[src/design/hbm_pkg.sv]
`timescale 1ns / 1ps

package hbm_pkg;

  localparam int unsigned CfgIdxW  = 3;
  localparam int unsigned CfgDataW = 64;
  localparam int unsigned RateW    = 16;
  localparam int unsigned InDataW  = 8;
  localparam int unsigned OutDataW = 24;

  localparam logic [63:0] OfflineRst = 64'd723401728380240414;
  localparam logic [63:0] SettleRst  = 64'd723401728380306216;
  localparam logic [7:0]  EnableRst  = 8'd247;
  localparam logic [15:0] TickRst    = 16'd1000;
  localparam logic [7:0]  BlinkRst   = 8'd30;

  typedef enum logic [1:0] {
    OP_TICK   = 2'd0,
    OP_ARRIVE = 2'd1,
    OP_SCAN   = 2'd2,
    OP_NONE   = 2'd3
  } op_e;

  typedef enum logic [2:0] {
    CFG_OFFLINE = 3'd0,
    CFG_SETTLE  = 3'd1,
    CFG_ENABLE  = 3'd2,
    CFG_TICK    = 3'd3,
    CFG_BLINK   = 3'd4
  } cfg_e;

  typedef enum logic [2:0] {
    ST_IDLE,
    ST_CHECK,
    ST_DIV,
    ST_FINISH,
    ST_EMIT
  } st_e;

  typedef struct packed {
    logic in_ready;
    logic out_valid;
    logic div_start;
    logic upd_lost;
    logic rate_wr;
    logic idx_adv;
    logic idx_clr;
    logic finish;
  } ctl_t;

endpackage

[src/design/multi_device_heartbeat_monitor.sv]
`timescale 1ns / 1ps
// Heartbeat monitor for up to DEVICES devices.
// Input stream (s_axis_*): one beat per event. A tick advances the time counter,
// an arrival stamps a device, a scan checks every enabled device.
// Output stream (m_axis_*): a scan yields DEVICES beats, device 0 first, tlast on
// the final one. Ticks and arrivals yield nothing.
// Config channel (cfg_*): always ready; write only while the block is idle.
// Ticks and arrivals are taken in the idle state. A scan holds s_axis_tready low
// until its last result beat is taken. Each enabled device in the normal window
// whose newest arrival is later than the one before it gets a check state plus a
// pass through the shared bit-serial divider (16 steps, then the quotient is
// returned); other devices take the check state only. A finish state then settles
// the error and LED state, after which the DEVICES result beats follow, one per
// cycle with m_axis_tready high.
// A stalled receiver holds the current beat unchanged and pauses the scan.
// Reset marks every device lost, clears times, rates and LED state and loads the
// default configuration.
module multi_device_heartbeat_monitor #(
  parameter int unsigned DEVICES   = 8,
  parameter int unsigned TIME_BITS = 32
) (
  input  logic                           clk_i,
  input  logic                           rst_ni,
  input  logic                           s_axis_tvalid,
  output logic                           s_axis_tready,
  // [1:0] opcode, [4:2] device, [7:5] zero
  input  logic [hbm_pkg::InDataW-1:0]    s_axis_tdata,
  output logic                           m_axis_tvalid,
  input  logic                           m_axis_tready,
  // [2:0] device_index, [3] is_lost, [4] status_led_on, [20:5] rate_hz,
  // [21] any_error, [22] red_led, [23] buzzer_active
  output logic [hbm_pkg::OutDataW-1:0]   m_axis_tdata,
  output logic                           m_axis_tlast,
  input  logic                           cfg_valid_i,
  output logic                           cfg_ready_o,
  input  logic [hbm_pkg::CfgIdxW-1:0]    cfg_index_i,
  input  logic [hbm_pkg::CfgDataW-1:0]   cfg_data_i
);
  import hbm_pkg::*;

  localparam int unsigned IdxW = (DEVICES > 1) ? $clog2(DEVICES) : 1;

  logic [63:0] offline_q;
  logic [63:0] settle_q;
  logic [7:0]  enable_q;
  logic [15:0] tick_q;
  logic [7:0]  blink_q;

  logic [TIME_BITS-1:0] now_q;
  logic [TIME_BITS-1:0] newest_q [DEVICES];
  logic [TIME_BITS-1:0] prev_q   [DEVICES];
  logic [TIME_BITS-1:0] work_q   [DEVICES];
  logic [RateW-1:0]     rate_q   [DEVICES];
  logic [DEVICES-1:0]   lost_q;
  logic [7:0]           scan_cnt_q;
  logic                 red_q;
  logic                 err_q;
  logic [IdxW-1:0]      idx_q;

  ctl_t            ctl;
  op_e             op;
  logic [2:0]      dev_field;
  logic            dev_ok;
  logic [IdxW-1:0] dev_idx;
  logic            in_fire;
  logic [2:0]      sel;
  logic            dev_en;
  logic            last;
  logic [TIME_BITS-1:0] since_work;
  logic [TIME_BITS-1:0] since_new;
  logic [TIME_BITS-1:0] span;
  logic [7:0]      settle_b;
  logic [7:0]      timeout_b;
  logic            in_settle;
  logic            offline;
  logic            need_div;
  logic            div_done;
  logic [RateW-1:0] quotient;
  logic            err_now;
  logic [7:0]      scan_inc;

  assign op        = op_e'(s_axis_tdata[1:0]);
  assign dev_field = s_axis_tdata[4:2];
  assign dev_ok    = 32'(dev_field) < DEVICES;
  assign dev_idx   = dev_field[IdxW-1:0];
  assign in_fire   = s_axis_tvalid && ctl.in_ready;

  assign sel       = 3'(idx_q);
  assign dev_en    = enable_q[sel];
  assign last      = idx_q == IdxW'(DEVICES - 1);
  assign settle_b  = settle_q[8*sel +: 8];
  assign timeout_b = offline_q[8*sel +: 8];

  always_comb begin
    since_work = now_q - work_q[idx_q];
    since_new  = now_q - newest_q[idx_q];
    span       = newest_q[idx_q] - prev_q[idx_q];
    in_settle  = since_work < TIME_BITS'(settle_b);
    offline    = since_new > TIME_BITS'(timeout_b);
    need_div   = dev_en && !in_settle && !offline && (newest_q[idx_q] > prev_q[idx_q]);
    err_now    = |(lost_q & enable_q[DEVICES-1:0]);
    scan_inc   = scan_cnt_q + 8'd1;
  end

  hbm_seq u_seq (
    .clk_i       (clk_i),
    .rst_ni      (rst_ni),
    .in_fire_i   (in_fire),
    .op_i        (op),
    .need_div_i  (need_div),
    .dev_en_i    (dev_en),
    .last_i      (last),
    .div_done_i  (div_done),
    .out_ready_i (m_axis_tready),
    .ctl_o       (ctl)
  );

  hbm_div #(
    .TIME_BITS (TIME_BITS)
  ) u_div (
    .clk_i      (clk_i),
    .rst_ni     (rst_ni),
    .start_i    (ctl.div_start),
    .dividend_i (tick_q),
    .divisor_i  (span),
    .done_o     (div_done),
    .quotient_o (quotient)
  );

  always_ff @(posedge clk_i or negedge rst_ni) begin
    if (!rst_ni) begin
      offline_q <= OfflineRst;
      settle_q  <= SettleRst;
      enable_q  <= EnableRst;
      tick_q    <= TickRst;
      blink_q   <= BlinkRst;
    end else if (cfg_valid_i) begin
      unique case (cfg_index_i)
        CFG_OFFLINE: offline_q <= cfg_data_i;
        CFG_SETTLE:  settle_q  <= cfg_data_i;
        CFG_ENABLE:  enable_q  <= cfg_data_i[7:0];
        CFG_TICK:    tick_q    <= cfg_data_i[15:0];
        CFG_BLINK:   blink_q   <= cfg_data_i[7:0];
        default: ;
      endcase
    end
  end

  always_ff @(posedge clk_i or negedge rst_ni) begin
    if (!rst_ni) begin
      now_q      <= '0;
      lost_q     <= '1;
      scan_cnt_q <= '0;
      red_q      <= 1'b0;
      err_q      <= 1'b0;
      idx_q      <= '0;
      for (int i = 0; i < DEVICES; i++) begin
        newest_q[i] <= '0;
        prev_q[i]   <= '0;
        work_q[i]   <= '0;
        rate_q[i]   <= '0;
      end
    end else begin
      if (in_fire && op == OP_TICK) begin
        now_q <= now_q + TIME_BITS'(1);
      end
      if (in_fire && op == OP_ARRIVE && dev_ok) begin
        prev_q[dev_idx]   <= newest_q[dev_idx];
        newest_q[dev_idx] <= now_q;
        if (lost_q[dev_idx]) begin
          lost_q[dev_idx] <= 1'b0;
          work_q[dev_idx] <= now_q;
        end
      end
      if (ctl.upd_lost) begin
        lost_q[idx_q] <= offline && !in_settle;
      end
      if (ctl.rate_wr) begin
        rate_q[idx_q] <= quotient;
      end
      if (ctl.finish) begin
        err_q <= err_now;
        if (scan_inc == blink_q) begin
          scan_cnt_q <= '0;
          red_q      <= err_now && !red_q;
        end else begin
          scan_cnt_q <= scan_inc;
        end
      end
      if (ctl.idx_clr) begin
        idx_q <= '0;
      end else if (ctl.idx_adv) begin
        idx_q <= idx_q + IdxW'(1);
      end
    end
  end

  assign s_axis_tready = ctl.in_ready;
  assign cfg_ready_o   = 1'b1;
  assign m_axis_tvalid = ctl.out_valid;
  assign m_axis_tlast  = last;
  assign m_axis_tdata  = {err_q, red_q, err_q, rate_q[idx_q],
                          !(lost_q[idx_q] && dev_en), lost_q[idx_q], sel};

endmodule

[src/design/hbm_div.sv]
`timescale 1ns / 1ps

module hbm_div #(
  parameter int unsigned TIME_BITS = 32
) (
  input  logic                        clk_i,
  input  logic                        rst_ni,
  input  logic                        start_i,
  input  logic [hbm_pkg::RateW-1:0]   dividend_i,
  input  logic [TIME_BITS-1:0]        divisor_i,
  output logic                        done_o,
  output logic [hbm_pkg::RateW-1:0]   quotient_o
);
  import hbm_pkg::*;

  localparam int unsigned CntW = $clog2(RateW + 1);

  logic [CntW-1:0]      cnt_q, cnt_d;
  logic                 busy_q, busy_d;
  logic                 done_q, done_d;
  logic [TIME_BITS-1:0] rem_q, rem_d;
  logic [TIME_BITS-1:0] dvs_q, dvs_d;
  logic [RateW-1:0]     quo_q, quo_d;
  logic [TIME_BITS:0]   trial;
  logic [TIME_BITS:0]   diff;
  logic                 fits;

  always_comb begin
    trial = {rem_q, quo_q[RateW-1]};
    diff  = trial - {1'b0, dvs_q};
    fits  = trial >= {1'b0, dvs_q};
  end

  always_comb begin
    cnt_d  = cnt_q;
    busy_d = busy_q;
    rem_d  = rem_q;
    dvs_d  = dvs_q;
    quo_d  = quo_q;
    done_d = 1'b0;
    if (start_i) begin
      cnt_d  = CntW'(RateW);
      busy_d = 1'b1;
      rem_d  = '0;
      dvs_d  = divisor_i;
      quo_d  = dividend_i;
    end else if (busy_q) begin
      rem_d = fits ? diff[TIME_BITS-1:0] : trial[TIME_BITS-1:0];
      quo_d = {quo_q[RateW-2:0], fits};
      cnt_d = cnt_q - CntW'(1);
      if (cnt_q == CntW'(1)) begin
        busy_d = 1'b0;
        done_d = 1'b1;
      end
    end
  end

  always_ff @(posedge clk_i or negedge rst_ni) begin
    if (!rst_ni) begin
      cnt_q  <= '0;
      busy_q <= 1'b0;
      done_q <= 1'b0;
    end else begin
      cnt_q  <= cnt_d;
      busy_q <= busy_d;
      done_q <= done_d;
    end
  end

  always_ff @(posedge clk_i) begin
    rem_q <= rem_d;
    dvs_q <= dvs_d;
    quo_q <= quo_d;
  end

  assign done_o     = done_q;
  assign quotient_o = quo_q;

endmodule

[src/design/hbm_seq.sv]
`timescale 1ns / 1ps

module hbm_seq (
  input  logic          clk_i,
  input  logic          rst_ni,
  input  logic          in_fire_i,
  input  hbm_pkg::op_e  op_i,
  input  logic          need_div_i,
  input  logic          dev_en_i,
  input  logic          last_i,
  input  logic          div_done_i,
  input  logic          out_ready_i,
  output hbm_pkg::ctl_t ctl_o
);
  import hbm_pkg::*;

  st_e st_q, st_d;

  always_comb begin
    st_d = st_q;
    unique case (st_q)
      ST_IDLE: begin
        if (in_fire_i && op_i == OP_SCAN) st_d = ST_CHECK;
      end
      ST_CHECK: begin
        if (need_div_i) st_d = ST_DIV;
        else if (last_i) st_d = ST_FINISH;
      end
      ST_DIV: begin
        if (div_done_i) st_d = last_i ? ST_FINISH : ST_CHECK;
      end
      ST_FINISH: st_d = ST_EMIT;
      ST_EMIT: begin
        if (out_ready_i && last_i) st_d = ST_IDLE;
      end
      default: st_d = ST_IDLE;
    endcase
  end

  always_comb begin
    ctl_o = '0;
    unique case (st_q)
      ST_IDLE: begin
        ctl_o.in_ready = 1'b1;
        ctl_o.idx_clr  = 1'b1;
      end
      ST_CHECK: begin
        ctl_o.div_start = need_div_i;
        ctl_o.upd_lost  = dev_en_i;
        ctl_o.idx_adv   = !need_div_i && !last_i;
      end
      ST_DIV: begin
        ctl_o.rate_wr = div_done_i;
        ctl_o.idx_adv = div_done_i && !last_i;
      end
      ST_FINISH: begin
        ctl_o.finish  = 1'b1;
        ctl_o.idx_clr = 1'b1;
      end
      ST_EMIT: begin
        ctl_o.out_valid = 1'b1;
        ctl_o.idx_adv   = out_ready_i && !last_i;
      end
      default: ctl_o = '0;
    endcase
  end

  always_ff @(posedge clk_i or negedge rst_ni) begin
    if (!rst_ni) begin
      st_q <= ST_IDLE;
    end else begin
      st_q <= st_d;
    end
  end

endmodule

[config.mk]
export PLATFORM = sky130hd
export DESIGN_NAME = multi_device_heartbeat_monitor
export DESIGN_NICKNAME = d
export VERILOG_FILES = /design/src/design/hbm_pkg.sv /design/src/design/multi_device_heartbeat_monitor.sv /design/src/design/hbm_div.sv /design/src/design/hbm_seq.sv
export SDC_FILE = /design/constraint.sdc
export NUM_CORES = 2
export LEC_CHECK = 0
export ABC_AREA = 0
export BUFFER_PORTS_ARGS = -buffer_cell sky130_fd_sc_hd__buf_2
export CAP_MARGIN = 10
export CORE_ASPECT_RATIO = 1.2
export CORE_UTILIZATION = 35
export DETAILED_ROUTE_END_ITERATION = 7
export MAX_ROUTING_LAYER = met4
export PLACE_DENSITY = 0.52
export SYNTH_ARGS = -nofsm -noshare
export SYNTH_HDL_FRONTEND = slang
export SYNTH_SLANG_ARGS = --single-unit
export TNS_END_PERCENT = 30
[constraint.sdc]
create_clock -name clk_i -period 17.7 [get_ports clk_i]
set_input_delay 3.54 -clock clk_i [delete_from_list [all_inputs] [get_ports clk_i]]
set_output_delay 3.54 -clock clk_i [all_outputs]
set_load 0.1 [all_outputs]
; Word-level counts from Yosys, hierarchy flattened
; Cells that the tools add are included.
[op_classes]
add_sub_neg = 8
magnitude_cmp = 12
n_eq_ne = 17
shift = 2
n_mux = 65
bitwise_logic = 5
reduce_logical = 39
[ops]
columns = op, count
row1 = bitwise mux 256 bit, 3
row2 = binary-select mux 32 bit (select 3 bit), 4
row3 = two-way mux 32 bit, 10
row4 = bitwise mux 128 bit, 1
row5 = variable part select 64 x 7 -> 8 bit, 2
row6 = subtractor 32 bit, 4
row7 = demux 32 bit (select 3 bit), 1
row8 = two-way mux 16 bit, 5
row9 = binary-select mux 16 bit (select 3 bit), 1
row10 = demux 16 bit (select 3 bit), 1
row11 = greater-or-equal comparator 33 x 32 -> 1 bit, 1
row12 = adder 32 x 1 -> 32 bit (second input constant), 1
row13 = > comparator 32 bit, 1
row14 = > comparator 32 x 8 -> 1 bit, 1
row15 = less-than comparator 32 x 8 -> 1 bit, 1
row16 = two-way mux 8 bit, 4
row17 = two-way mux 3 bit, 7
row18 = logical AND 1 bit, 18
row19 = AND 8 bit, 2
row20 = two-way mux 1 bit, 16
row21 = case mux 3 bit (5 select lines), 1
row22 = AND reduction 2 bit, 7
row23 = == test 3 x 2 -> 1 bit (second input constant), 4
row24 = two-way mux 5 bit, 2
row25 = 29 further kinds, 50
[totals]
register_bits = 1199
input_bits = 80
output_inout_bits = 28
elab_cells = 198

; Longest topological paths before layout
[logic_depth]
depth_word = 15
mapped_depth = 28
mapped_depth_nobuf = 23

; By module
; A second synthesis with hierarchy kept.
[unflattened]
cells_unflattened = 5375
hier_area_um2 = 59854.9
[by_module_without_submodules]
columns = mod, instances, cells_per_inst, area_each_um2, seq_area_each_um2
row1 = multi_device_heartbeat_monitor, 1, 4789, 54227.0, 27822.9
row2 = hbm_div, 1, 556, 5353.9, 2257.2
row3 = hbm_seq, 1, 30, 274.0, 75.1

; Least setup slack after synthesis
; Ideal clock, no wire load.
[synth_path]
path_kind = flip-flop to flip-flop
start = register idx_q[0]
end = register u_div.dvs_q[0], enable pin
arrival_time_ns = 8.253
required_ns = 17.199
path_slack_ns = 8.945
stages_incl_launch_ff = 25
synth_period_minus_slack_ns = 8.755
cell_sequence = dfrtp_1 > buf_2 > clkbuf_1 > nand2_1 > nor2_1 > clkbuf_1 > a22oi_1 > and4_1 > ha_1 > o211ai_1 > a21oi_1 > nor2_1 > o21ai_0 > xor2_1 > ha_1 > nand4_1 > nor2_1 > a21oi_1 > nor3_1 > nand4_1 > nor4b_1 > nand4_1 > nor4_1 > nand4_1 > nor4_1
[synth_between]
elab_chain_len = 11
elab_cells_between_ends = 25
[synth_rtl]
columns = element, line_no
row1 = "start, declared", multi_device_heartbeat_monitor.sv:58  ; logic [IdxW-1:0] idx_q;
row2 = "start signal, assigned", multi_device_heartbeat_monitor.sv:193  ; idx_q <= idx_q + IdxW'(1);
row3 = NOT 3 -> 4 bit (not written as such), "multi_device_heartbeat_monitor.sv:95, multi_device_heartbeat_monitor.sv:96, multi_device_heartbeat_monitor.sv:100"
row4 = binary-select mux 32 bit (select 3 bit), multi_device_heartbeat_monitor.sv:95  ; since_work = now_q - work_q[idx_q];
row5 = two-way mux 32 bit (not written as such) (2 in a row), multi_device_heartbeat_monitor.sv:95
row6 = subtractor 32 bit, multi_device_heartbeat_monitor.sv:95
row7 = less-than comparator 32 x 8 -> 1 bit, multi_device_heartbeat_monitor.sv:98  ; in_settle = since_work < TIME_BITS'(settle_b);
row8 = logical NOT 1 bit, multi_device_heartbeat_monitor.sv:100  ; need_div = dev_en && !in_settle && !offline && (newest_q[idx_q] > prev_q[idx_q]);
row9 = logical AND 1 bit (2 in a row), multi_device_heartbeat_monitor.sv:100
row10 = logical AND 1 bit (*), multi_device_heartbeat_monitor.sv:100
row11 = two-way mux 2 bit (*), hbm_seq.sv:42  ; unique case (st_q)
row12 = net u_div.start_i, hbm_div.sv:8  ; input logic start_i,
row13 = "end signal, assigned", hbm_div.sv:72  ; dvs_q <= dvs_d;
row14 = "end, declared", hbm_div.sv:22  ; logic [TIME_BITS-1:0] dvs_q, dvs_d;
; Mark *: on every way through the listed nets, which the timed path passes. The rest lies on a longest branch. The select of a mux whose other input is x is not followed.
; A chain may end at the register's enable or synchronous reset.

; Worst setup path in the final report
[layout_path]
start = register idx_q[2]
end = register u_div.quo_q[8], in the netlist u_div.quotient_o[8], enable pin
[layout_between]
elab_chain_len = 12
elab_cells_between_ends = 26
[layout_rtl]
columns = element, line_no
row1 = NOT 3 -> 4 bit (not written as such), "multi_device_heartbeat_monitor.sv:95, multi_device_heartbeat_monitor.sv:96, multi_device_heartbeat_monitor.sv:100"
row2 = binary-select mux 32 bit (select 3 bit), multi_device_heartbeat_monitor.sv:95
row3 = two-way mux 32 bit (not written as such) (2 in a row), multi_device_heartbeat_monitor.sv:95
row4 = subtractor 32 bit, multi_device_heartbeat_monitor.sv:95
row5 = less-than comparator 32 x 8 -> 1 bit, multi_device_heartbeat_monitor.sv:98
row6 = logical NOT 1 bit, multi_device_heartbeat_monitor.sv:100
row7 = logical AND 1 bit (2 in a row), multi_device_heartbeat_monitor.sv:100
row8 = logical AND 1 bit (*), multi_device_heartbeat_monitor.sv:100
row9 = two-way mux 2 bit (*), hbm_seq.sv:42
row10 = nonzero test 2 bit (no line) (*), --
row11 = "end signal, assigned", hbm_div.sv:73  ; quo_q <= quo_d;
row12 = "end, declared", hbm_div.sv:23  ; logic [RateW-1:0] quo_q, quo_d;
; Every way passes the cells marked *; elsewhere a longest branch is shown, timed or not. The select of a mux whose other input is x is not followed.

==> flow_metrics.env <==
export IMPL_outcome="completed"
export IMPL_dieArea_um2=174000
export IMPL_ctsHoldBuffers=0
export IMPL_io_pins=108
export IMPL_p_leak_nw=30.2
export IMPL_worst_ir_drop_vdd_mv=0.107
export IMPL_grt_pass1_vias=44800
export IMPL_cts_resized=0
export IMPL_drive_above_1_share_pct=23.6
export IMPL_yosysSeqAreaShare_pct=49.9
export IMPL_ctsHtreeMaxLevel=4
export IMPL_drc=0
export IMPL_max_stage_delay_ns=0.98
export IMPL_synth_edff_count=48
export IMPL_fin_hold_ws_ns=0.475
export IMPL_die_h_um=457
export IMPL_min_period_ns=9.16
export IMPL_antenna_found_initial=6
export IMPL_clkTransAtPathRegs_ns=0.06
export IMPL_wire_per_inst_um=25.1
export IMPL_grt_overflow_total=0
export IMPL_groute_usage_overall_pct=22.7
export IMPL_core_area_um2=171000
export IMPL_end_kind="register"
export IMPL_clk_path_buf_depth=3
export IMPL_synthTopCellsByCount="dfrtp_1, mux2_2, a22oi_1, clkbuf_1"
export IMPL_drt_iter0_drc=3615
export IMPL_portBuffers=103
export IMPL_fmax_mhz=109
export IMPL_synth_top_cell_area_share_pct=44.0
export IMPL_place_gp_congestion=0.914
export IMPL_cts_buffers=130
export IMPL_grt_start_max_net_pins=179
export IMPL_worst_r2r_startpoint="idx_q[2]"
export IMPL_place_hpwl_um=119000
export IMPL_hold_end="now_q[20]"
export IMPL_worst_pin_slew_ns=1.24
export IMPL_n_fill_cell=16400
export IMPL_synth_area_top_cells="dfrtp_1, mux2_2, a22oi_1"
export IMPL_syn_nets=5720
export IMPL_crit_family="simple AND/OR/NAND/NOR gates"
export IMPL_drv_cap=0
export IMPL_cp_common_cell="buf_4"
export IMPL_rsz0062_at_grt="no"
export IMPL_cts_setup_buffers=0
export IMPL_final_seq_area_um2=30200
export IMPL_slowest_stage="nor4b_2"
export IMPL_ys_types=85
export IMPL_power_density_nw_per_um2=143
export IMPL_clock_latency_ns=0.79
export IMPL_reg2reg_setup_slack_ns=8.54
export IMPL_ant_nets=0
export IMPL_maxSlewViolCount=0
export IMPL_fin_crit_sh_pct=51.7
export IMPL_fin_tns_setup_ns=0
export IMPL_power_w=0.00965
export IMPL_postRouteWirelength_um=195000
export IMPL_worst_setup_path_type="register to register"
export IMPL_cts_tree="done"
export IMPL_row_count=166
export IMPL_vias=44900
export IMPL_ys_flop_type="dfrtp_1"
export IMPL_clock_sinks=1199
export IMPL_die_w_um=381
export IMPL_worst_clock_skew_ns=0.0270
export IMPL_syn_area_um2=60400
export IMPL_holdPathStages=1
export IMPL_synth_avg_cell_area_um2=11.0
export IMPL_worstHoldPathType="register to register"
export IMPL_crit_required_ns=18.11
export IMPL_drtPass1Iterations=8
export IMPL_setup_worst_path_start="idx_q[2]"
export IMPL_crit_path_max_fanout=37
export IMPL_multi_input_area_um2=28300
export IMPL_area_growth_pct=11.9
export IMPL_yosys_area_top_type="dfrtp_1"
export IMPL_r2r_end="u_div.quotient_o[8]"
export IMPL_grt_pass1_wl_um=294000
export IMPL_critPathLaunchType="register"
export IMPL_min_from="now_q[20]"
export IMPL_synth_seq_cells=1199
export IMPL_clock_root_buffer="clkbuf_16"
export IMPL_postSynth_asyncResetShare_pct=93.3
export IMPL_r2r_cells=25
export IMPL_synthCells=5485
export IMPL_max_slew_margin_rel_pct=14.7
export IMPL_initial_core_util_pct=35.3
export IMPL_final_hold_viol_count=0
export IMPL_critical_path_buf_inv_count=3
export IMPL_ys_warn_count=0
export IMPL_critPathArrivalTime_ns=9.57
export IMPL_via_per_inst=5.79
export IMPL_nets=5612
export IMPL_synth_most_common_cell="dfrtp_1"
export IMPL_setup_viol=0
worst max path at each step:
stage                                     end  slack [ns]  cells past startpoint
after floorplan                u_div.dvs_q[0]        8.95                     24
after global placement    u_div.quotient_o[8]        8.55                     25
after detailed placement  u_div.quotient_o[6]        8.55                     25
after CTS                 u_div.quotient_o[8]        8.50                     25
after global routing      u_div.quotient_o[9]        8.14                     25
final                     u_div.quotient_o[8]        8.54                     25
routing by layer:
layer	share of wire, %	wire, um	track usage, %	up-vias
li1	-	-	-	20100
met1	43	84200	28.7	23200
met2	49	95700	37.6	1252
met3	4.9	9560	3.08	332
met4	2.6	5120	6.99	0
met5	0	0	-	-
metrics by stage:
step | setup slack [ns] | instances | area [um^2] | util (%)
floorplan | 8.95 | 5485 | 60400 | -
global placement | 8.55 | 7513 | 63100 | 36.9
detailed placement | 8.55 | 7513 | 63100 | 36.9
CTS | 8.50 | 7749 | 67600 | 39.5
global route | 8.14 | 7752 | 67600 | 39.5
finish | 8.54 | 7753 | 67600 | 39.5
worst reg2reg max path, delay by kind of cell (launching register included):
| kind | cells | cell delay [ns] |
|---|---|---|
| AO/OA/AOI/OAI | 7 | 1.38 |
| AND/OR/NAND/NOR | 12 | 4.67 |
| flip-flops | 1 | 0.36 |
| buffers and inverters | 3 | 1.56 |
| XOR/XNOR | 1 | 0.10 |
| adder cells (fa/ha/maj) | 2 | 0.69 |
cell families after synthesis:
family	after synthesis	share of synthesized area, %
multiplexers	817	15.2
adder cells (fa/ha/maj)	155	3.26
other	1	0.00621
buffers and inverters	568	3.60
AND/OR/NAND/NOR	1172	9.81
flip-flops	1199	49.9
AO/OA/AOI/OAI	1451	16.4
XOR/XNOR	122	1.77
cell type report:
class	instances	share of cell area [%]
Clock inverter	46	0.909
Sequential cell	1199	44.6
Tap cell	2268	4.20
Clock buffer	190	5.64
Timing Repair Buffer	207	2.03
Inverter	121	0.672
Multi-Input combinational cell	3718	41.9
Antenna cell	4	0.0148
state kept, by name, indices dropped and copies added (netlist names), 5 cells and up:
name              count
u_div.cnt_q           5
enable_q              8
newest_q            256
u_div.quotient_o     16
scan_cnt_q            8
rate_q              128
now_q                32
work_q              256
u_div.rem_q          32
u_div.dvs_q          32
blink_q               8
lost_q                8
tick_q               16
offline_q            64
settle_q             64
prev_q              256
placed cells by master (no fill, tap or decap), types with 15 or more instances in the layout:
master | synthesis | final
dfrtp_1 | 1062 | 1061
nand4_1 | 63 | 63
a22oi_1 | 538 | 538
a21o_1 | 53 | 53
a221oi_1 | 53 | 53
dfxtp_1 | 32 | 32
and4_1 | 93 | 93
a211oi_1 | 43 | 43
o21a_1 | 25 | 25
clkbuf_8 | 0 | 23
and3_1 | 86 | 78
inv_1 | 121 | 121
nor2_1 | 358 | 351
o21ai_0 | 142 | 142
xor2_1 | 40 | 40
mux2i_1 | 31 | 30
clkbuf_1 | 406 | 32
ha_1 | 151 | 151
a22o_1 | 52 | 52
o211a_1 | 18 | 18
nand3_1 | 66 | 65
nand2_1 | 290 | 290
or3_1 | 15 | 15
nand2b_1 | 37 | 37
mux2_2 | 767 | 767
clkinv_2 | 0 | 17
nor3_1 | 41 | 36
buf_4 | 5 | 99
dfstp_2 | 57 | 57
buf_2 | 5 | 102
a21oi_1 | 358 | 358
edfxtp_1 | 48 | 48
nor2b_1 | 39 | 33
clkbuf_16 | 0 | 135
xnor2_1 | 82 | 82
o211ai_1 | 34 | 34
mux2_1 | 15 | 15
o31ai_1 | 19 | 19
where the power goes:
| group | internal [W] | switching (W) | total (W) | leakage, nW |
|---|---|---|---|---|
| sequential | 0.00324 | 0.000281 | 0.00352 | 15.6 |
| clock | 0.00167 | 0.00117 | 0.00284 | 2.17 |
| combinational | 0.00119 | 0.00210 | 0.00329 | 12.4 |
Note: power is estimated with default switching activity, not from simulation.
